**config.mk**
```make
export PLATFORM = sky130hd
export DESIGN_NAME = bmp_rle_decoder_top
export DESIGN_NICKNAME = d
export VERILOG_FILES = /design/src/hdl/bmprle_pkg.sv /design/src/hdl/bmprle_in_stage.sv /design/src/hdl/bmprle_core.sv /design/src/hdl/bmprle_out_stage.sv /design/src/hdl/bmp_rle_decoder_top.sv
export VERILOG_INCLUDE_DIRS = /design/src /design/src/hdl
export SDC_FILE = /design/constraint.sdc
export NUM_CORES = 1
export LEC_CHECK = 0
export BUFFER_PORTS_ARGS = -buffer_cell sky130_fd_sc_hd__buf_2
export CAP_MARGIN = 25
export CORE_MARGIN = 4
export CORE_UTILIZATION = 60
export DETAILED_ROUTE_END_ITERATION = 16
export PLACE_DENSITY = 0.77
export SKIP_LAST_GASP = 1
export SLEW_MARGIN = 15
export SYNTH_ARGS = -nofsm -noshare
export SYNTH_HDL_FRONTEND = slang
export SYNTH_HIERARCHICAL = 1
export SYNTH_SLANG_ARGS = --single-unit
```
**constraint.sdc**
```tcl
create_clock -name i_clk -period 6.9 [get_ports i_clk]
set_input_delay 0 -clock i_clk [delete_from_list [all_inputs] [get_ports i_clk]]
set_output_delay 0 -clock i_clk [all_outputs]
set_load 0.01 [all_outputs]
```
**src/hdl/bmp_rle_decoder_top_defines.svh**
```systemverilog
// ---------------------------------------------------------------------------
// BMP RLE decoder assertion macros
// Shared concurrent assertion forms used by the parser core.
// ---------------------------------------------------------------------------
`ifndef BMP_RLE_DECODER_TOP_DEFINES_SVH
`define BMP_RLE_DECODER_TOP_DEFINES_SVH

// Same-cycle implication, disabled while reset is held.
`define BMPRLE_ASSERT_NOW(label, clk, rst_n, ante, cons, msg) \
    label: assert property (@(posedge clk) disable iff (!(rst_n)) \
        (ante) |-> (cons)) else $error(msg);

// Next-cycle implication, disabled while reset is held.
`define BMPRLE_ASSERT_NEXT(label, clk, rst_n, ante, cons, msg) \
    label: assert property (@(posedge clk) disable iff (!(rst_n)) \
        (ante) |=> (cons)) else $error(msg);

`endif

```
**src/hdl/bmprle_pkg.sv**
```systemverilog
// ---------------------------------------------------------------------------
// BMP RLE decoder package
// Payload types, parser phases and fixed constants of the decoder.
// ---------------------------------------------------------------------------
package bmprle_pkg;

    localparam int POS_W = 13;
    localparam int ROW_OUT_W = 12;
    localparam int CFG_IDX_W = 2;
    localparam int CFG_DATA_W = 13;
    localparam logic [POS_W-1:0] POS_MAX = 13'h1fff;

    // Register indexes of the configuration port.
    localparam logic [CFG_IDX_W-1:0] CFG_IMAGE_WIDTH = 2'd0;
    localparam logic [CFG_IDX_W-1:0] CFG_IMAGE_HEIGHT = 2'd1;
    localparam logic [CFG_IDX_W-1:0] CFG_NIBBLE_MODE = 2'd2;

    // Escape codes that follow a zero count byte.
    localparam logic [7:0] ESC_END_OF_LINE = 8'h00;
    localparam logic [7:0] ESC_END_OF_BITMAP = 8'h01;
    localparam logic [7:0] ESC_DELTA = 8'h02;

    localparam logic KIND_RUN = 1'b0;
    localparam logic KIND_END = 1'b1;

    typedef enum logic [2:0] {
        PH_COUNT = 3'd0,
        PH_VALUE = 3'd1,
        PH_ESC   = 3'd2,
        PH_DX    = 3'd3,
        PH_DY    = 3'd4,
        PH_ABS   = 3'd5,
        PH_PAD   = 3'd6
    } t_phase;

    typedef struct packed {
        logic [7:0] code_byte;
        logic       picture_start;
    } t_in_item;

    typedef struct packed {
        logic                 item_kind;
        logic [POS_W-1:0]     start_column;
        logic [ROW_OUT_W-1:0] target_row;
        logic [7:0]           run_length;
        logic [7:0]           even_pixel;
        logic [7:0]           odd_pixel;
        logic                 out_of_range;
    } t_out_item;

    typedef struct packed {
        logic [CFG_DATA_W-1:0] image_width;
        logic [CFG_DATA_W-1:0] image_height;
        logic                  nibble_mode;
    } t_cfg;

endpackage

```
**src/hdl/bmprle_in_stage.sv**
```systemverilog
// ---------------------------------------------------------------------------
// BMP RLE input stage
// Registers one accepted byte and hands it to the parser.
// ---------------------------------------------------------------------------
module bmprle_in_stage (
    input  logic                  i_clk,
    input  logic                  i_rst_n,
    input  logic                  i_valid,
    output logic                  o_ready,
    input  bmprle_pkg::t_in_item  i_item,
    input  logic                  i_advance,
    output logic                  o_valid,
    output bmprle_pkg::t_in_item  o_item
);
    import bmprle_pkg::*;

    logic     r_valid;
    logic     n_valid;
    t_in_item r_item;

    // The stage can take a new byte when empty or when its byte moves on.
    assign o_ready = !r_valid || i_advance;

    always_comb begin
        n_valid = r_valid;
        if (i_valid && o_ready) begin
            n_valid = 1'b1;
        end else if (i_advance) begin
            n_valid = 1'b0;
        end
    end

    always_ff @(posedge i_clk) begin
        if (!i_rst_n) begin
            r_valid <= 1'b0;
        end else begin
            r_valid <= n_valid;
        end
    end

    always_ff @(posedge i_clk) begin
        if (i_valid && o_ready) begin
            r_item <= i_item;
        end
    end

    assign o_valid = r_valid;
    assign o_item = r_item;

endmodule

```
**src/hdl/bmprle_core.sv**
```systemverilog
// ---------------------------------------------------------------------------
// BMP RLE parser core
// Parse state, position tracking and run item generation for one byte.
// ---------------------------------------------------------------------------
module bmprle_core #(
    parameter int MAX_DIMENSION = 4096
) (
    input  logic                  i_clk,
    input  logic                  i_rst_n,
    input  logic                  i_fire,
    input  bmprle_pkg::t_in_item  i_item,
    input  bmprle_pkg::t_cfg      i_cfg,
    output logic                  o_res_valid,
    output bmprle_pkg::t_out_item o_res
);
    import bmprle_pkg::*;

    `include "bmp_rle_decoder_top_defines.svh"

    localparam int DIM_W = $clog2(MAX_DIMENSION + 1);
    localparam int CMP_W = (DIM_W > POS_W + 1) ? DIM_W : POS_W + 1;
    localparam logic [CMP_W-1:0] DIM_MAX = CMP_W'(MAX_DIMENSION);
    localparam logic [CMP_W-1:0] POS_MAX_X = CMP_W'(POS_MAX);

    t_phase           r_phase, n_phase, e_phase;
    logic [7:0]       r_pending, n_pending, e_pending;
    logic [7:0]       r_abs_left, n_abs_left, e_abs_left;
    logic [POS_W-1:0] r_col, n_col, e_col;
    logic [POS_W-1:0] r_row, n_row, e_row;
    logic             r_done, n_done, e_done;

    logic [CMP_W-1:0] w_dim, h_dim;
    logic [CMP_W-1:0] row_sum, col_sum, run_sum;
    logic [7:0]       code;
    logic [3:0]       hi_nib, lo_nib;
    logic             run_req, end_req, pad;
    logic [7:0]       run_len, run_even, run_odd;

    function automatic logic [CMP_W-1:0] eff_dim(input logic [CFG_DATA_W-1:0] v);
        logic [CMP_W-1:0] x;
        x = CMP_W'(v);
        if (x == '0) begin
            return CMP_W'(1);
        end else if (x > DIM_MAX) begin
            return DIM_MAX;
        end
        return x;
    endfunction

    function automatic logic [POS_W-1:0] sat_pos(input logic [CMP_W-1:0] s);
        return (s > POS_MAX_X) ? POS_MAX : s[POS_W-1:0];
    endfunction

    assign w_dim = eff_dim(i_cfg.image_width);
    assign h_dim = eff_dim(i_cfg.image_height);
    assign code = i_item.code_byte;
    assign hi_nib = code[7:4];
    assign lo_nib = code[3:0];

    always_comb begin
        // A picture start clears the position and parser before the byte.
        e_phase = r_phase;
        e_pending = r_pending;
        e_abs_left = r_abs_left;
        e_col = r_col;
        e_row = r_row;
        e_done = r_done;
        if (i_item.picture_start) begin
            e_phase = PH_COUNT;
            e_pending = '0;
            e_abs_left = '0;
            e_col = '0;
            e_row = '0;
            e_done = 1'b0;
        end

        n_phase = e_phase;
        n_pending = e_pending;
        n_abs_left = e_abs_left;
        n_col = e_col;
        n_row = e_row;
        n_done = e_done;
        run_req = 1'b0;
        end_req = 1'b0;
        run_len = '0;
        run_even = '0;
        run_odd = '0;
        pad = 1'b0;
        row_sum = '0;
        col_sum = '0;

        if (!e_done) begin
            unique case (e_phase)
                PH_COUNT: begin
                    if (code != 8'h00) begin
                        n_pending = code;
                        n_phase = PH_VALUE;
                    end else begin
                        n_phase = PH_ESC;
                    end
                end
                PH_VALUE: begin
                    n_phase = PH_COUNT;
                    run_req = 1'b1;
                    run_len = e_pending;
                    if (i_cfg.nibble_mode) begin
                        run_even = {4'h0, hi_nib};
                        run_odd = {4'h0, lo_nib};
                    end else begin
                        run_even = code;
                        run_odd = code;
                    end
                end
                PH_ESC: begin
                    case (code)
                        ESC_END_OF_LINE: begin
                            row_sum = CMP_W'(e_row) + CMP_W'(1);
                            n_col = '0;
                            n_row = sat_pos(row_sum);
                            n_phase = PH_COUNT;
                            end_req = (row_sum >= h_dim);
                        end
                        ESC_END_OF_BITMAP: begin
                            end_req = 1'b1;
                        end
                        ESC_DELTA: begin
                            n_phase = PH_DX;
                        end
                        default: begin
                            n_pending = code;
                            n_abs_left = code;
                            n_phase = PH_ABS;
                        end
                    endcase
                end
                PH_DX: begin
                    col_sum = CMP_W'(e_col) + CMP_W'(code);
                    n_col = sat_pos(col_sum);
                    n_phase = PH_DY;
                end
                PH_DY: begin
                    row_sum = CMP_W'(e_row) + CMP_W'(code);
                    n_row = sat_pos(row_sum);
                    n_phase = PH_COUNT;
                    end_req = (row_sum >= h_dim);
                end
                PH_ABS: begin
                    run_req = 1'b1;
                    if (i_cfg.nibble_mode) begin
                        run_len = (e_abs_left >= 8'd2) ? 8'd2 : 8'd1;
                        run_even = {4'h0, hi_nib};
                        run_odd = {4'h0, lo_nib};
                        pad = (e_pending[1:0] == 2'd1) || (e_pending[1:0] == 2'd2);
                    end else begin
                        run_len = 8'd1;
                        run_even = code;
                        run_odd = code;
                        pad = e_pending[0];
                    end
                    n_abs_left = (e_abs_left > run_len) ? e_abs_left - run_len : 8'd0;
                    if (n_abs_left == 8'd0) begin
                        n_phase = pad ? PH_PAD : PH_COUNT;
                    end
                end
                PH_PAD: begin
                    n_phase = PH_COUNT;
                end
                default: begin
                    n_phase = PH_COUNT;
                end
            endcase
        end

        run_sum = CMP_W'(e_col) + CMP_W'(run_len);
        if (run_req) begin
            n_col = sat_pos(run_sum);
        end
        if (end_req) begin
            n_done = 1'b1;
            n_phase = PH_COUNT;
        end
    end

    // Result item. End items carry zero in every field but the kind.
    always_comb begin
        o_res = '0;
        o_res_valid = run_req || end_req;
        if (end_req) begin
            o_res.item_kind = KIND_END;
        end else begin
            o_res.item_kind = KIND_RUN;
            o_res.start_column = e_col;
            o_res.run_length = run_len;
            o_res.even_pixel = run_even;
            o_res.odd_pixel = run_odd;
            if (CMP_W'(e_row) < h_dim) begin
                o_res.target_row = ROW_OUT_W'(h_dim - CMP_W'(1) - CMP_W'(e_row));
            end
            o_res.out_of_range = (run_sum > w_dim) || (CMP_W'(e_row) >= h_dim);
        end
    end

    always_ff @(posedge i_clk) begin
        if (!i_rst_n) begin
            r_phase <= PH_COUNT;
            r_pending <= '0;
            r_abs_left <= '0;
            r_col <= '0;
            r_row <= '0;
            r_done <= 1'b0;
        end else if (i_fire) begin
            r_phase <= n_phase;
            r_pending <= n_pending;
            r_abs_left <= n_abs_left;
            r_col <= n_col;
            r_row <= n_row;
            r_done <= n_done;
        end
    end

    `BMPRLE_ASSERT_NEXT(a_done_sticks, i_clk, i_rst_n,
        r_done && !(i_fire && i_item.picture_start), r_done,
        "done flag cleared without a picture start")
    `BMPRLE_ASSERT_NOW(a_done_silent, i_clk, i_rst_n,
        r_done && !i_item.picture_start, !o_res_valid,
        "result produced after end of picture")
    `BMPRLE_ASSERT_NEXT(a_end_sets_done, i_clk, i_rst_n,
        i_fire && o_res_valid && (o_res.item_kind == KIND_END),
        r_done && (r_phase == PH_COUNT),
        "end item did not close the picture")
    `BMPRLE_ASSERT_NEXT(a_dx_to_dy, i_clk, i_rst_n,
        i_fire && !i_item.picture_start && !r_done && (r_phase == PH_DX),
        r_phase == PH_DY,
        "delta x byte not followed by delta y phase")

endmodule

```
**src/hdl/bmprle_out_stage.sv**
```systemverilog
// ---------------------------------------------------------------------------
// BMP RLE output stage
// Holds one result item until the downstream side takes it.
// ---------------------------------------------------------------------------
module bmprle_out_stage (
    input  logic                  i_clk,
    input  logic                  i_rst_n,
    input  logic                  i_load,
    input  bmprle_pkg::t_out_item i_item,
    output logic                  o_valid,
    input  logic                  i_ready,
    output bmprle_pkg::t_out_item o_item
);
    import bmprle_pkg::*;

    logic      r_valid;
    logic      n_valid;
    t_out_item r_item;

    always_comb begin
        n_valid = r_valid;
        if (i_load) begin
            n_valid = 1'b1;
        end else if (i_ready) begin
            n_valid = 1'b0;
        end
    end

    always_ff @(posedge i_clk) begin
        if (!i_rst_n) begin
            r_valid <= 1'b0;
        end else begin
            r_valid <= n_valid;
        end
    end

    always_ff @(posedge i_clk) begin
        if (i_load) begin
            r_item <= i_item;
        end
    end

    assign o_valid = r_valid;
    assign o_item = r_item;

endmodule

```
**src/hdl/bmp_rle_decoder_top.sv**
```systemverilog
// ---------------------------------------------------------------------------
// BMP RLE8 / RLE4 decoder top level
// Byte-wide run-length stream in, pixel run and end-of-picture items out.
// ---------------------------------------------------------------------------
// The decoder takes one compressed byte per clock and returns at most one
// item per byte: a pixel run (start column, bottom-up row, length and two
// alternating palette indices) or one end-of-picture item. A byte is held in
// the input register and parsed, and its result is loaded into the output
// register, from which it leaves the block. A new byte can be transferred in
// every cycle unless stalled, as each byte reads and writes the parser state
// (phase, counts, column and row) once. Transfers stall only while a finished
// result waits in the output register and the downstream side does not take
// it. The user must write width, height and mode on the configuration port
// only while the decoder is idle; the block does not enforce it.
module bmp_rle_decoder_top #(
    parameter int MAX_DIMENSION = 4096
) (
    input  logic                               i_clk,
    input  logic                               i_rst_n,
    input  logic                               i_in_valid,
    output logic                               o_in_ready,
    input  bmprle_pkg::t_in_item               i_in_item,
    output logic                               o_out_valid,
    input  logic                               i_out_ready,
    output bmprle_pkg::t_out_item              o_out_item,
    input  logic                               i_cfg_we,
    input  logic [bmprle_pkg::CFG_IDX_W-1:0]   i_cfg_idx,
    input  logic [bmprle_pkg::CFG_DATA_W-1:0]  i_cfg_data
);
    import bmprle_pkg::*;

    t_cfg      r_cfg;
    logic      in_valid;
    t_in_item  in_item;
    logic      advance;
    logic      res_valid;
    t_out_item res_item;

    // Configuration registers. Writes land directly; unused indexes are
    // dropped.
    always_ff @(posedge i_clk) begin
        if (!i_rst_n) begin
            r_cfg.image_width <= CFG_DATA_W'(1);
            r_cfg.image_height <= CFG_DATA_W'(1);
            r_cfg.nibble_mode <= 1'b0;
        end else if (i_cfg_we) begin
            unique case (i_cfg_idx)
                CFG_IMAGE_WIDTH: r_cfg.image_width <= i_cfg_data;
                CFG_IMAGE_HEIGHT: r_cfg.image_height <= i_cfg_data;
                CFG_NIBBLE_MODE: r_cfg.nibble_mode <= i_cfg_data[0];
                default: begin
                end
            endcase
        end
    end

    // The registered byte is parsed when the output register is free or is
    // being emptied in the same cycle, so a full pipeline keeps moving.
    assign advance = in_valid && (!o_out_valid || i_out_ready);

    bmprle_in_stage u_in_stage (
        .i_clk     (i_clk),
        .i_rst_n   (i_rst_n),
        .i_valid   (i_in_valid),
        .o_ready   (o_in_ready),
        .i_item    (i_in_item),
        .i_advance (advance),
        .o_valid   (in_valid),
        .o_item    (in_item)
    );

    bmprle_core #(
        .MAX_DIMENSION (MAX_DIMENSION)
    ) u_core (
        .i_clk       (i_clk),
        .i_rst_n     (i_rst_n),
        .i_fire      (advance),
        .i_item      (in_item),
        .i_cfg       (r_cfg),
        .o_res_valid (res_valid),
        .o_res       (res_item)
    );

    bmprle_out_stage u_out_stage (
        .i_clk   (i_clk),
        .i_rst_n (i_rst_n),
        .i_load  (advance && res_valid),
        .i_item  (res_item),
        .o_valid (o_out_valid),
        .i_ready (i_out_ready),
        .o_item  (o_out_item)
    );

endmodule

```
Yosys cells after proc, flatten, opt, wreduce, memory -nomap -nowiden
Index checks and enable logic that the tools add are counted.
W data, S select, Z words.
Storage, ports and cells
  word-level logic and storage cells: 144
  bits in registers: 131
  output and inout port bits: 53
Cells by class
  order comparisons: 13
  equal/unequal tests: 11
  bitwise logic cells: 2
  muxes and demuxes: 63
  add/subtract/negate cells: 7
  reduce and logical (&&, ||, !) cells: 27
Operators with widths (number)
  $mux W13: 11
  $mux W8: 12
  $mux W14: 6
  $gt A14 B13 Y1 const B: 4
  $pmux W13 S2: 2
  $pmux W8 S2: 3
  $add A13 B8 Y14: 3
  $ge A14 B14 Y1: 2
  $gt A13 B13 Y1 const B: 2
  $logic_not A13 Y1: 2
  $mux W1: 17
  $logic_not A8 Y1: 2
  $mux W3: 5
  $add A13 B1 Y14 const B: 1
  $ge A13 B14 Y1: 1
  $gt A14 B14 Y1: 1
  $lt A13 B14 Y1: 1
  $pmux W3 S4: 1
  $sub A12 B1 Y12 const B: 1
  $sub A12 B12 Y12: 1
  $pmux W3 S3: 1
  $eq A8 B1 Y1 const B: 1
  $eq A8 B2 Y1 const B: 1
  $ge A8 B2 Y1 const B: 1
  other kinds (22): 41

Longest topological paths before layout
Gate-level depths: netlist of run 1.
  depth in word-level cells: 13
  depth in mapped cells: 24
  depth with buffers taken out: 21

By module
Netlist of run 1, hierarchy kept.
By module, submodules not included
  bmprle_core: cells each 1036, area each 7198.2 µm², times used 1, sequential area each 920.9 µm²
  bmprle_out_stage: cells each 54, area each 1572.8 µm², times used 1, sequential area each 1551.5 µm²
  bmp_rle_decoder_top: cells each 109, area each 1071.0 µm², times used 1, sequential area each 540.5 µm²
  bmprle_in_stage: cells each 14, area each 327.8 µm², times used 1, sequential area each 290.3 µm²

Worst setup path after synthesis of run 1
OpenSTA, ideal clock, no wires.
  kind: reg2reg
  start point: reg u_in_stage.r_item, in the netlist u_in_stage/o_item[0]
  end point: reg u_out_stage.r_item, in the netlist u_out_stage/o_item[0], enable pin
  setup time: 0.415 ns
  cell stages (with the launch flop): 21
  data arrival time: 5.446 ns
  clock period less this slack: 5.861 ns
  required time: 6.485 ns
  setup slack: 1.039 ns
  cell sequence: edfxtp_1 -> buf_2 -> inv_1 -> clkbuf_1 -> clkbuf_1 -> nand2_1 -> inv_1 -> ha_1 -> fa_1 -> a21oi_1 -> o211ai_1 -> o21ai_0 -> nand4b_1 -> xnor2_1 -> ha_1 -> o21ai_0 -> or4_1 -> a31oi_4 -> buf_6 -> or2_1 -> and3_1
Between the ends
  word-level cells in the longest chain between the ends: 8
  elaborated cells on any way between the ends: 19
  classes of those cells: add/sub: 2; order compare: 2; eq/ne: 4; mux: 8; reduce/logical: 3
RTL lines
  from (decl): RTL line bmprle_in_stage.sv:19  | t_in_item r_item;
  from (signal assigned): RTL line bmprle_in_stage.sv:43  | r_item <= i_item;
  $mux W13: RTL line bmprle_core.sv:68  | if (i_item.picture_start) begin
  $add A13 B1 Y14: RTL line bmprle_core.sv:117  | row_sum = CMP_W'(e_row) + CMP_W'(1);
  $ge A14 B14 Y1: RTL line bmprle_core.sv:121  | end_req = (row_sum >= h_dim);
  $pmux W1 S2: RTL line bmprle_core.sv:115  | case (code)
  $pmux W1 S2: RTL line bmprle_core.sv:93  | unique case (e_phase)
  $mux W1: RTL line bmprle_core.sv:92  | if (!e_done) begin
  $logic_or A1 B1 Y1 (*): RTL line bmprle_core.sv:187  | o_res_valid = run_req || end_req;
  named net res_valid: RTL line bmp_rle_decoder_top.sv:36  | logic res_valid;
  $logic_and A1 B1 Y1 (*): RTL line bmp_rle_decoder_top.sv:87  | .i_load (advance && res_valid),
  to (signal assigned): RTL line bmprle_out_stage.sv:39  | r_item <= i_item;
  to (decl): RTL line bmprle_out_stage.sv:18  | t_out_item r_item;
The timed path passes the listed nets; every way through them passes the cells marked *.
A chain may end at the register's enable or synchronous reset.

Worst setup path after layout of run 1
  start point: reg u_in_stage.r_item, in the netlist u_in_stage/o_item[0]
  end point: reg u_out_stage.r_item, in the netlist u_out_stage/o_item[0], data pin
Between the ends
  word-level cells in the longest chain between the ends: 11
  elaborated cells on any way between the ends: 28
  classes of those cells: add/sub: 3; order compare: 5; eq/ne: 4; mux: 15; reduce/logical: 1
RTL lines
  $mux W8: RTL line bmprle_core.sv:68
  $ge A8 B2 Y1: RTL line bmprle_core.sv:150  | run_len = (e_abs_left >= 8'd2) ? 8'd2 : 8'd1;
  $mux W2: RTL line bmprle_core.sv:150
  $mux W8: RTL line bmprle_core.sv:149  | if (i_cfg.nibble_mode) begin
  $mux W8: RTL line bmprle_core.sv:93
  $mux W8: RTL line bmprle_core.sv:92
  $pmux W8 S2: RTL line bmprle_core.sv:93
  $mux W8: RTL line bmprle_core.sv:92
  $add A13 B8 Y14: RTL line bmprle_core.sv:174  | run_sum = CMP_W'(e_col) + CMP_W'(run_len);
  $gt A14 B14 Y1: RTL line bmprle_core.sv:199  | o_res.out_of_range = (run_sum > w_dim) || (CMP_W'(e_row) >= h_dim);
  $logic_or A1 B1 Y1: RTL line bmprle_core.sv:199
Several ways; a longest one is shown, not always the timed one. The select of a mux whose other input is x is not followed.

==> metrics.cfg, run 1 <==
[critical_path]
path_class = reg2reg
crit_arrival_ns = 5.92
r2r_cells = 22
reg2reg_to = u_out_stage/o_item[0]
startpoint_type = flop
crit_path_end_kind = flop
r2r-start = u_in_stage/o_item[0]
cp.required_ns = 7.06
r2r_setup_slack_ns = 1.14
cp_max_fo = 26

[clock_tree]
cts_hold_buf = 28
root_buffer = clkbuf_16
cts_tree = built
htreeDepth = 4
clk_latency_ns = 0.43
post-cts-setup-buffers = 0
post_cts_resized = 0
ctsLongestPathBuffers = 2
cts_made_buffers = 17
clkTransAtPathRegs_ns = 0.07
clock_sinks = 135

[worst_hold_path]
hp-start = i_cfg_we
holdPathEnd = r_cfg[13]
holdPathStages = 3
hold_class = in2reg

[power]
power_per_cell_area_nw_per_um2 = 179
p_comb_share_pct = 14.1
p_seq_share_pct = 43.2
power_switching_mw = 0.603
intPower_mw = 1.45
peakVddDrop_uv = 199
clkPwrFrac_pct = 42.7
p_leak_nw = 4.73
sw_frac_of_total_pct = 29.3

[routing]
detailroute.wirelength.met2_um = 13700
drc = 0
wl_um = 31000
detail_route.wl_per_cell_um = 20.3
antenna_left = 0
wl_met3_um = 3070
dr.first_iter.drc_count = 1102
vias_per_cell = 6.50
top_layer = met4
vias = 9906
m1WireLength_um = 13000
dr.pass1.iters = 5

[sta]
fmax_ghz = 0.174
post-route-period-util_pct = 83.5
period_minus_slack_ns = 5.76
slew-limit-headroom_pct = 34.4
tightest_slew_ns = 0.981
finalHoldViolCount = 0
setup_violations = 0
setup_tns_ns = 0
rsz0062_at_grt = false
drv_slew = 0
finClkSkew_ns = 0.0103

[job]
drv_cap = 0

[synth]
ys_seq_area_share_pct = 32.5
synth_flop_cell = dfxtp_1
ys_types = 82
synth_largest_area_cell = edfxtp_1
netlist_area_um2 = 10200
syn_nets = 1335
synthDominantCellAreaShare_pct = 17.7
async_flop_share_pct = 0
ys_warn_count = 6
synth_seq_cells = 135
synth_edf_count = 60
avgSynthCellArea_um2 = 8.38
postSynthCellCount = 1213
synthTopCellsByArea = edfxtp_1, dfxtp_1, ha_1, nand2_1, o21ai_0

[final_layout]
drive_gt1_share_pct = 11.7
area_growth_pct = 13.3
final_nets = 1413
diodes = 0
final_area_um2 = 11500

[die]
core_area_um2 = 16600
pin_count = 82
start_util_pct = 61.3
die-area_um2 = 19100
die_x_um = 138
die_height_um = 138
row_count = 47

[grt]
grt_usage_pct = 31.5
grt_pass1_wl_um = 49000
grt_pass1_vias = 9247
antenna_found_initial = 0
overflow = 0
grt_start_max_net_pins = 63

[run_status]
outcome = completed

[placement]
globalplace.congestion = 0.995
portBuffers = 81
placed_area_um2 = 10700
dp_hpwl_um = 21800

## per-stage QoR
| stage | utilization [%] | hold WS [ns] | worst slack [ns] | instances | total power [mW] |
|---|---|---|---|---|---|
| floorplan | - | 0.0989 | 1.04 | 1213 | 1.09 |
| finish | 69.5 | 0.0417 | 1.14 | 1524 | 2.06 |
| CTS | 69.4 | 0.0169 | 1.26 | 1522 | 2.06 |
| global route | 69.5 | 0.0537 | 0.852 | 1524 | 2.13 |
| global placement | 64.3 | 0.182 | 1.48 | 1462 | 1.17 |
| detailed placement | 64.3 | 0.179 | 1.29 | 1462 | 1.17 |
## cell usage in the layout, fill, tap and decap left out, drive strengths merged, types with 23 or more instances in the layout
cell type and n:
nor2b 24, and3 23, dlygate4sd3 28, nand2 148, inv 61, mux2i 35
edfxtp 60, nand3 31, xnor2 31, nor3 41, a21oi 66, o21ai 93
dfxtp 75, ha 88, nor2 87, buf 94
## worst max path at each step
stage	to	start	slack (ns)	cells after the start
2_1_floorplan	u_out_stage/o_item[0]	u_in_stage/o_item[0]	1.04	20
3_3_place_gp	u_out_stage/o_item[13]	u_in_stage/o_item[0]	1.48	17
3_5_place_dp	u_out_stage/o_item[0]	u_in_stage/o_item[0]	1.29	21
4_1_cts	u_out_stage/o_item[0]	u_in_stage/o_item[0]	1.26	22
5_1_grt	u_out_stage/o_item[0]	u_in_stage/o_item[0]	0.85	21
6_report	u_out_stage/o_item[0]	u_in_stage/o_item[0]	1.14	22
## power by group through the flow
stage / clock, mW / sequential (mW) / combinational, mW
after floorplan: 0 / 0.894 / 0.197
after global placement: 0 / 0.904 / 0.263
after detailed placement: 0 / 0.905 / 0.268
after CTS: 0.890 / 0.888 / 0.282
after global routing: 0.928 / 0.891 / 0.316
final: 0.878 / 0.889 / 0.290
## state kept, by name, indices dropped and copies added (netlist names)
name	cells
r_cfg	27
u_core/r_abs_left	8
u_core/r_col	13
u_core/r_done	1
u_core/r_pending	8
u_core/r_phase	3
u_core/r_row	13
u_in_stage/o_item	9
u_in_stage/o_valid	1
u_out_stage/o_item	51
u_out_stage/o_valid	1
## layout make-up
type | count | area, um^2
tap | 220 | 275
clock buffer | 17 | 425
multi-input combinational | 961 | 6390
clock inverter | 15 | 134
sequential | 135 | 3300
inverter | 53 | 199
fill | 1327 | 5060
timing repair buffer | 123 | 788
## cell usage after synthesis (all sizes together), types with 35 or more instances
library cell	instances
mux2i	35
clkbuf	49
dfxtp	75
nor3	41
a21oi	66
edfxtp	60
o21ai	93
nor2	87
inv	50
nand2	148
ha	88
## cells by family (layout without fill, tap and decap cells)
family / after synthesis / count (layout) / share of synthesized area [%]
and+or+nand+nor: 458 / 458 / 22.3
adders and majority gates: 94 / 94 / 11.9
muxes: 35 / 35 / 3.44
AOI/OAI and AO/OA: 327 / 327 / 21.0
buffers and inverters: 117 / 208 / 4.76
xor gates and xnor gates: 47 / 47 / 4.05
DFF: 135 / 135 / 32.5
## critical path, stage by stage (launching register included)
cell and delay, ns:
edfxtp_1 0.42, inv_1 0.19, buf_4 0.28, and2_0 0.18
o21ai_0 0.47, a21oi_1 0.18, nor2_1 0.14, ha_1 0.21
inv_1 0.06, fa_1 0.39, nor2b_1 0.17, o2111ai_1 0.15
a31oi_1 0.55, nand3_1 0.17, xor2_1 0.22, ha_1 0.35
nand4_1 0.10, nor3_1 0.36, nand3_1 0.12, mux2i_1 0.17
a311oi_1 0.06, a2111oi_0 0.46, a311oi_1 0.09
## layer usage
layer / vias up / track usage, %
li1: 4604 / -
met1: 4594 / 43.0
met2: 601 / 49.2
met3: 107 / 5.32
met4: 0 / 13.9
met5: - / 0
Power figures use the tool's default switching activity.
==> run 2: changes to the inputs <==
clock period = 5.49 ns   (was 6.9 ns; I/O delays follow)
==> metrics.cfg, run 2 (synthesis results as in run 1) <==
[run_status]
outcome = completed  ; unchanged

[power]
clkPwrFrac_pct = 44.2  ; was 42.7%
power_per_cell_area_nw_per_um2 = 228  ; was 179 nW/um^2
p_comb_share_pct = 14.4  ; was 14.1%
sw_frac_of_total_pct = 28.0  ; was 29.3%
intPower_mw = 1.93  ; was 1.45 mW
power_switching_mw = 0.749  ; was 0.603 mW
p_leak_nw = 4.85  ; was 4.73 nW
p_seq_share_pct = 41.4  ; was 43.2%
p_total_mw = 2.67  ; was 2.06 mW
peakVddDrop_uv = 224  ; was 199 uV

[worst_hold_path]
hold_class = in2reg  ; unchanged

[final_layout]
largest_reg_flops = 51  ; unchanged
diodes = 0  ; unchanged
drive_gt1_share_pct = 13.1  ; was 11.7%
final_nets = 1432  ; was 1,413
final_cell_mix = nand2_1, o21ai_0, ha_1, nor2_1, buf_2  ; unchanged
finalNonFillerCells = 1543  ; was 1,524
final_common_cell = nand2_1  ; unchanged
area_growth_pct = 15.3  ; was 13.3%
final_area_um2 = 11700  ; was 11,500 um^2

[routing]
detailroute.wirelength.met2_um = 13800  ; was 13,700 um
vias_per_cell = 6.43  ; was 6.50
detail_route.wl_per_cell_um = 20.1  ; was 20.3 um
wl_um = 31000  ; about the same
drc = 0  ; unchanged
dr.first_iter.drc_count = 1123  ; was 1,102
antenna_left = 0  ; unchanged
m1WireLength_um = 13000  ; about the same
dr.pass1.iters = 6  ; was 5
wl_met3_um = 2890  ; was 3070 um
top_layer = met4  ; unchanged
vias = 9929  ; was 9,906

[clock_tree]
cts_made_buffers = 17  ; unchanged
htreeDepth = 4  ; unchanged
clkTransAtPathRegs_ns = 0.06  ; was 0.07 ns
root_buffer = clkbuf_16  ; unchanged
cts_tree = built  ; unchanged
clk_latency_ns = 0.44  ; was 0.43 ns
clock_sinks = 135  ; unchanged
ctsLongestPathBuffers = 2  ; unchanged

[die]
pin_count = 82  ; unchanged
row_count = 47  ; unchanged
die_height_um = 138  ; unchanged
start_util_pct = 61.3  ; unchanged
core_area_um2 = 16600  ; unchanged
die-area_um2 = 19100  ; unchanged
die_x_um = 138  ; unchanged

[sta]
fmax_ghz = 0.192  ; was 0.174 GHz
drv_slew = 0  ; unchanged
post-route-period-util_pct = 95.1  ; was 83.5%
setup_violations = 0  ; unchanged
finalHoldViolCount = 0  ; unchanged
slew-limit-headroom_pct = 30.7  ; was 34.4%
period_minus_slack_ns = 5.22  ; was 5.76 ns
finClkSkew_ns = 0.0111  ; was 0.0103 ns
tightest_slew_ns = 1.03  ; was 0.981 ns

[grt]
overflow = 0  ; unchanged
grt_pass1_wl_um = 49900  ; was 49,000 um
antenna_found_initial = 0  ; unchanged
grt_pass1_vias = 9414  ; was 9,247
grt_usage_pct = 32.0  ; was 31.5%
grt_start_max_net_pins = 62  ; was 63

[critical_path]
path_class = reg2reg  ; unchanged
startpoint_type = flop  ; unchanged
cp_max_fo = 8  ; was 26
cp.required_ns = 5.66  ; was 7.06 ns
crit_arrival_ns = 5.39  ; was 5.92 ns
crit_path_end_kind = flop  ; unchanged

[placement]
portBuffers = 81  ; unchanged
dp_hpwl_um = 22200  ; was 21,800 um
globalplace.congestion = 1.01  ; was 0.995
dp_cells = 1480  ; was 1,462
placed_area_um2 = 10800  ; was 10,700 um^2

[job]
drv_cap = 0  ; unchanged

## run 2: cell types whose count changed in the layout (fill, tap and decap cells not counted), sizes merged
cell	previous run	this run
clkbuf	18	19
inv	61	58
bufinv	0	1
buf	94	114
## run 2: final timing paths
kind / slack, ns / end / from / depth (start not counted)
hold / removal: 0.02 / r_cfg[13] / i_cfg_we / 3
setup / recovery: 0.27 / u_out_stage/o_item[0] / u_core/r_abs_left[2] / 21
setup reg to reg: 0.27 / u_out_stage/o_item[0] / u_core/r_abs_left[2] / 21
hold reg to reg: 0.46 / u_core/r_col[7] / u_core/r_col[7] / 2
## run 2: repair_timing
item                                    CTS  global route
resized for setup                         0             1
endpoints found under the setup margin    0             1
endpoints found under the hold margin    41             0
setup buffers                             0             3
hold buffers                             28             0
## run 2: layer usage
metal | up-vias | global-route usage [%]
li1 | 4636 | -
met1 | 4610 | 43.3
met2 | 564 | 50.7
met3 | 119 | 5.97
met4 | 0 | 13.0
met5 | - | 0
## run 2: critical path, cell delays in order (launching register included)
cell	delay, ns
dfxtp_1	0.34
or2_2	0.37
o31a_1	0.29
o21ai_0	0.20
buf_4	0.18
a21oi_1	0.09
nor2_1	0.14
ha_1	0.21
inv_1	0.07
fa_1	0.40
nor2b_1	0.18
o2111ai_1	0.15
a31oi_1	0.33
nand3_1	0.15
xor2_1	0.19
ha_1	0.35
nand4_1	0.10
nor3_1	0.33
nor4b_1	0.30
a311oi_1	0.08
a2111oi_0	0.42
a311oi_1	0.09
## run 2: through the flow
step	util [%]	setup WS, ns	setup TNS (ns)	hold slack (ns)
floorplan	-	0.190	0	0.0989
global placement	65.2	0.646	0	0.182
detailed placement	65.2	0.468	0	0.179
CTS	70.5	0.470	0	0.00950
global route	70.7	-0.0307	-0.0307	0.0428
finish	70.7	0.270	0	0.0164
## run 2: final cells by class
class | count | area [um^2]
fillers | 1354 | 4860
well taps | 220 | 275
multi-input cells | 961 | 6390
clock inverters | 13 | 126
clock buffers | 19 | 475
repair buffers | 142 | 946
inverters | 53 | 203
flip-flops and latches | 135 | 3300
## run 2: power groups by stage
stage / clock network (mW) / logic, mW / registers, mW
final: 1.18 / 0.385 / 1.11
after global routing: 1.24 / 0.421 / 1.11
after CTS: 1.19 / 0.373 / 1.11
after detailed placement: 0 / 0.354 / 1.13
after global placement: 0 / 0.349 / 1.13
after floorplan: 0 / 0.247 / 1.12
==> run 3: changes to the inputs <==
ABC_CLOCK_PERIOD_IN_PS = 5490   (was default)
CELL_PAD_IN_SITES_DETAIL_PLACEMENT = 2   (was default)
CELL_PAD_IN_SITES_GLOBAL_PLACEMENT = 2   (was default)
CORE_UTILIZATION = 37   (was 60)
PLACE_DENSITY = default   (was 0.77)
PLACE_DENSITY_LB_ADDON = 0.25   (was default)
==> metrics.cfg, run 3 (synthesis results as in run 1) <==
[run_status]
outcome = completed  ; unchanged

[die]
pin_count = 82  ; unchanged
die_x_um = 174  ; was 138 um
start_util_pct = 37.6  ; was 61.3%
die_height_um = 174  ; was 138 um
row_count = 60  ; was 47
core_area_um2 = 27000  ; was 16,600 um^2
die-area_um2 = 30200  ; was 19,100 um^2

[critical_path]
r2r_setup_slack_ns = 0.03  ; was 0.27 ns
cp_top_family = simple AND/OR/NAND/NOR gates  ; was compound AO/OA/AOI/OAI gates
worst-path-buf-inv = 2  ; unchanged
cp_cell_sequence = or3_1 -> and2_0 -> o21ai_0 -> buf_4 -> inv_1 -> a21oi_1 -> nor2_1 -> ha_1 -> a211oi_1 -> o21a_1 -> or3_1 -> a21oi_1 -> xnor2_1 -> nor2_1 -> ha_1 -> nand4_1 -> nor3_4 -> nand3_1 -> mux2i_1 -> a311oi_1 -> a2111oi_1 -> a311oi_1  ; was or2_2 -> o31a_1 -> o21ai_0 -> buf_4 -> a21oi_1 -> nor2_1 -> ha_1 -> inv_1 -> fa_1 -> nor2b_1 -> o2111ai_1 -> a31oi_1 -> nand3_1 -> xor2_1 -> ha_1 -> nand4_1 -> nor3_1 -> nor4b_1 -> a311oi_1 -> a2111oi_0 -> a311oi_1
cp.required_ns = 5.65  ; was 5.66 ns
startpoint_type = flop  ; unchanged
crit_arrival_ns = 5.62  ; was 5.39 ns
path_class = reg2reg  ; unchanged
cp_max_fo = 7  ; was 8
slowest_delay_ns = 0.50  ; was 0.42 ns
crit_path_end_kind = flop  ; unchanged
crit_slowest_cell = a2111oi_1  ; was a2111oi_0

[final_layout]
area_growth_pct = 17.3  ; was 15.3%
drive_gt1_share_pct = 14.0  ; was 13.1%
final_cell_mix = nand2_1, o21ai_0, nor2_1, ha_1, buf_2  ; was nand2_1, o21ai_0, ha_1, nor2_1, buf_2
final_nets = 1437  ; was 1,432
final_area_um2 = 11900  ; was 11,700 um^2
diodes = 0  ; unchanged
largest_reg_flops = 51  ; unchanged
final_common_cell = nand2_1  ; unchanged

[routing]
antenna_left = 0  ; unchanged
drc = 0  ; unchanged
detail_route.wl_per_cell_um = 26.2  ; was 20.1 um
vias_per_cell = 6.11  ; was 6.43
wl_um = 43800  ; was 31,000 um
dr.first_iter.drc_count = 656  ; was 1,123
vias = 10202  ; was 9,929
dr.pass1.iters = 4  ; was 6

[sta]
fmax_ghz = 0.183  ; was 0.192 GHz
setup_tns_ns = 0  ; unchanged
slew-limit-headroom_pct = 33.8  ; was 30.7%
period_minus_slack_ns = 5.46  ; was 5.22 ns
tightest_slew_ns = 0.991  ; was 1.03 ns
drv_slew = 0  ; unchanged
finClkSkew_ns = 0.0146  ; was 0.0111 ns
setup_violations = 0  ; unchanged
finalHoldViolCount = 0  ; unchanged
post-route-period-util_pct = 99.5  ; was 95.1%

[clock_tree]
clock_sinks = 135  ; unchanged
cts_tree = built  ; unchanged
ctsLongestPathBuffers = 2  ; unchanged
cts_made_buffers = 17  ; unchanged
htreeDepth = 4  ; unchanged
clkTransAtPathRegs_ns = 0.07  ; was 0.06 ns
root_buffer = clkbuf_16  ; unchanged
clk_latency_ns = 0.44  ; about the same

[grt]
grt_start_max_net_pins = 57  ; was 62
grt_usage_pct = 28.3  ; was 32.0%
grt_pass1_wl_um = 66900  ; was 49,900 um
grt_pass1_vias = 11246  ; was 9,414
overflow = 0  ; unchanged
antenna_found_initial = 1  ; was 0

[job]
drv_cap = 0  ; unchanged

[placement]
globalplace.congestion = 0.886  ; was 1.01
portBuffers = 81  ; unchanged
placed_area_um2 = 11000  ; was 10,800 um^2
dp_hpwl_um = 30100  ; was 22,200 um

[power]
power_per_cell_area_nw_per_um2 = 224  ; was 228 nW/um^2
peakVddDrop_uv = 170  ; was 224 uV
p_leak_nw = 4.85  ; about the same

[worst_hold_path]
hold_class = in2reg  ; unchanged

run 3: cell types whose count changed in the layout (fill, tap and decap cells not counted), sizes merged:
| cell | delta |
|---|---|
| clkinv | +1 |
| bufinv | -1 |
| clkinvlp | +2 |
| buf | +6 |
| dlygate4sd3 | -1 |
| clkbuf | -2 |
run 3: layout make-up:
type,count,area (um^2)
fill,3024,15100
clock inverter,15,133
inverter,53,199
sequential,135,3300
multi-input combinational,961,6450
clock buffer,17,425
tap,341,427
timing repair buffer,147,991
run 3: worst reg2reg max path: cells and delay by family, from the launching register on:
kind / cells / cell delay [ns]
simple gates: 8 / 1.92
buf+inv: 2 / 0.27
mux: 1 / 0.18
fa+ha+maj: 2 / 0.64
flops: 1 / 0.36
xor+xnor: 1 / 0.17
compound gates: 8 / 1.65
run 3: timing repair:
item | in CTS | in global routing
endpoints found under the hold margin | 37 | 0
gates resized for setup | 2 | 11
pin swaps | 0 | 6
setup endpoints to repair | 1 | 1
cloned | 0 | 0
hold buffers | 27 | 0
setup buffers | 0 | 4
run 3: layer usage:
metal | share of wire, % | routed length [um] | vias to the layer above | global-route usage [%]
li1 | - | - | 4643 | -
met1 | 43 | 18800 | 5162 | 35.3
met2 | 49 | 21600 | 312 | 49.3
met3 | 4.4 | 1940 | 83 | 4.43
met4 | 3.3 | 1440 | 2 | 10.3
met5 | 0.027 | 12 | - | 0
run 3: stage by stage:
stage	hold WS (ns)	cells	total power, mW	utilization (%)	setup slack, ns
2_1_floorplan	0.0989	1213	1.37	-	0.190
3_3_place_gp	0.191	1605	1.50	40.7	0.539
3_5_place_dp	0.180	1606	1.52	40.8	0.215
4_1_cts	0.0248	1665	2.69	43.8	0.103
5_1_grt	0.0526	1669	2.79	44.1	-0.134
6_report	0.0509	1669	2.68	44.1	0.0268
run 3: final timing paths:
kind,startpoint,end,depth (start not counted)
setup / recovery,u_core/r_abs_left[4],u_out_stage/o_item[0],22
setup reg to reg,u_core/r_abs_left[4],u_out_stage/o_item[0],22
hold reg to reg,r_cfg[25],r_cfg[25],2
hold / removal,i_cfg_we,r_cfg[13],3
run 3: report_power, final:
part,internal (mW),leakage [nW],switching (mW)
registers,1.08,1.11,0.0282
clock network,0.596,0.266,0.545
logic,0.159,3.47,0.267
total,1.84,4.85,0.839
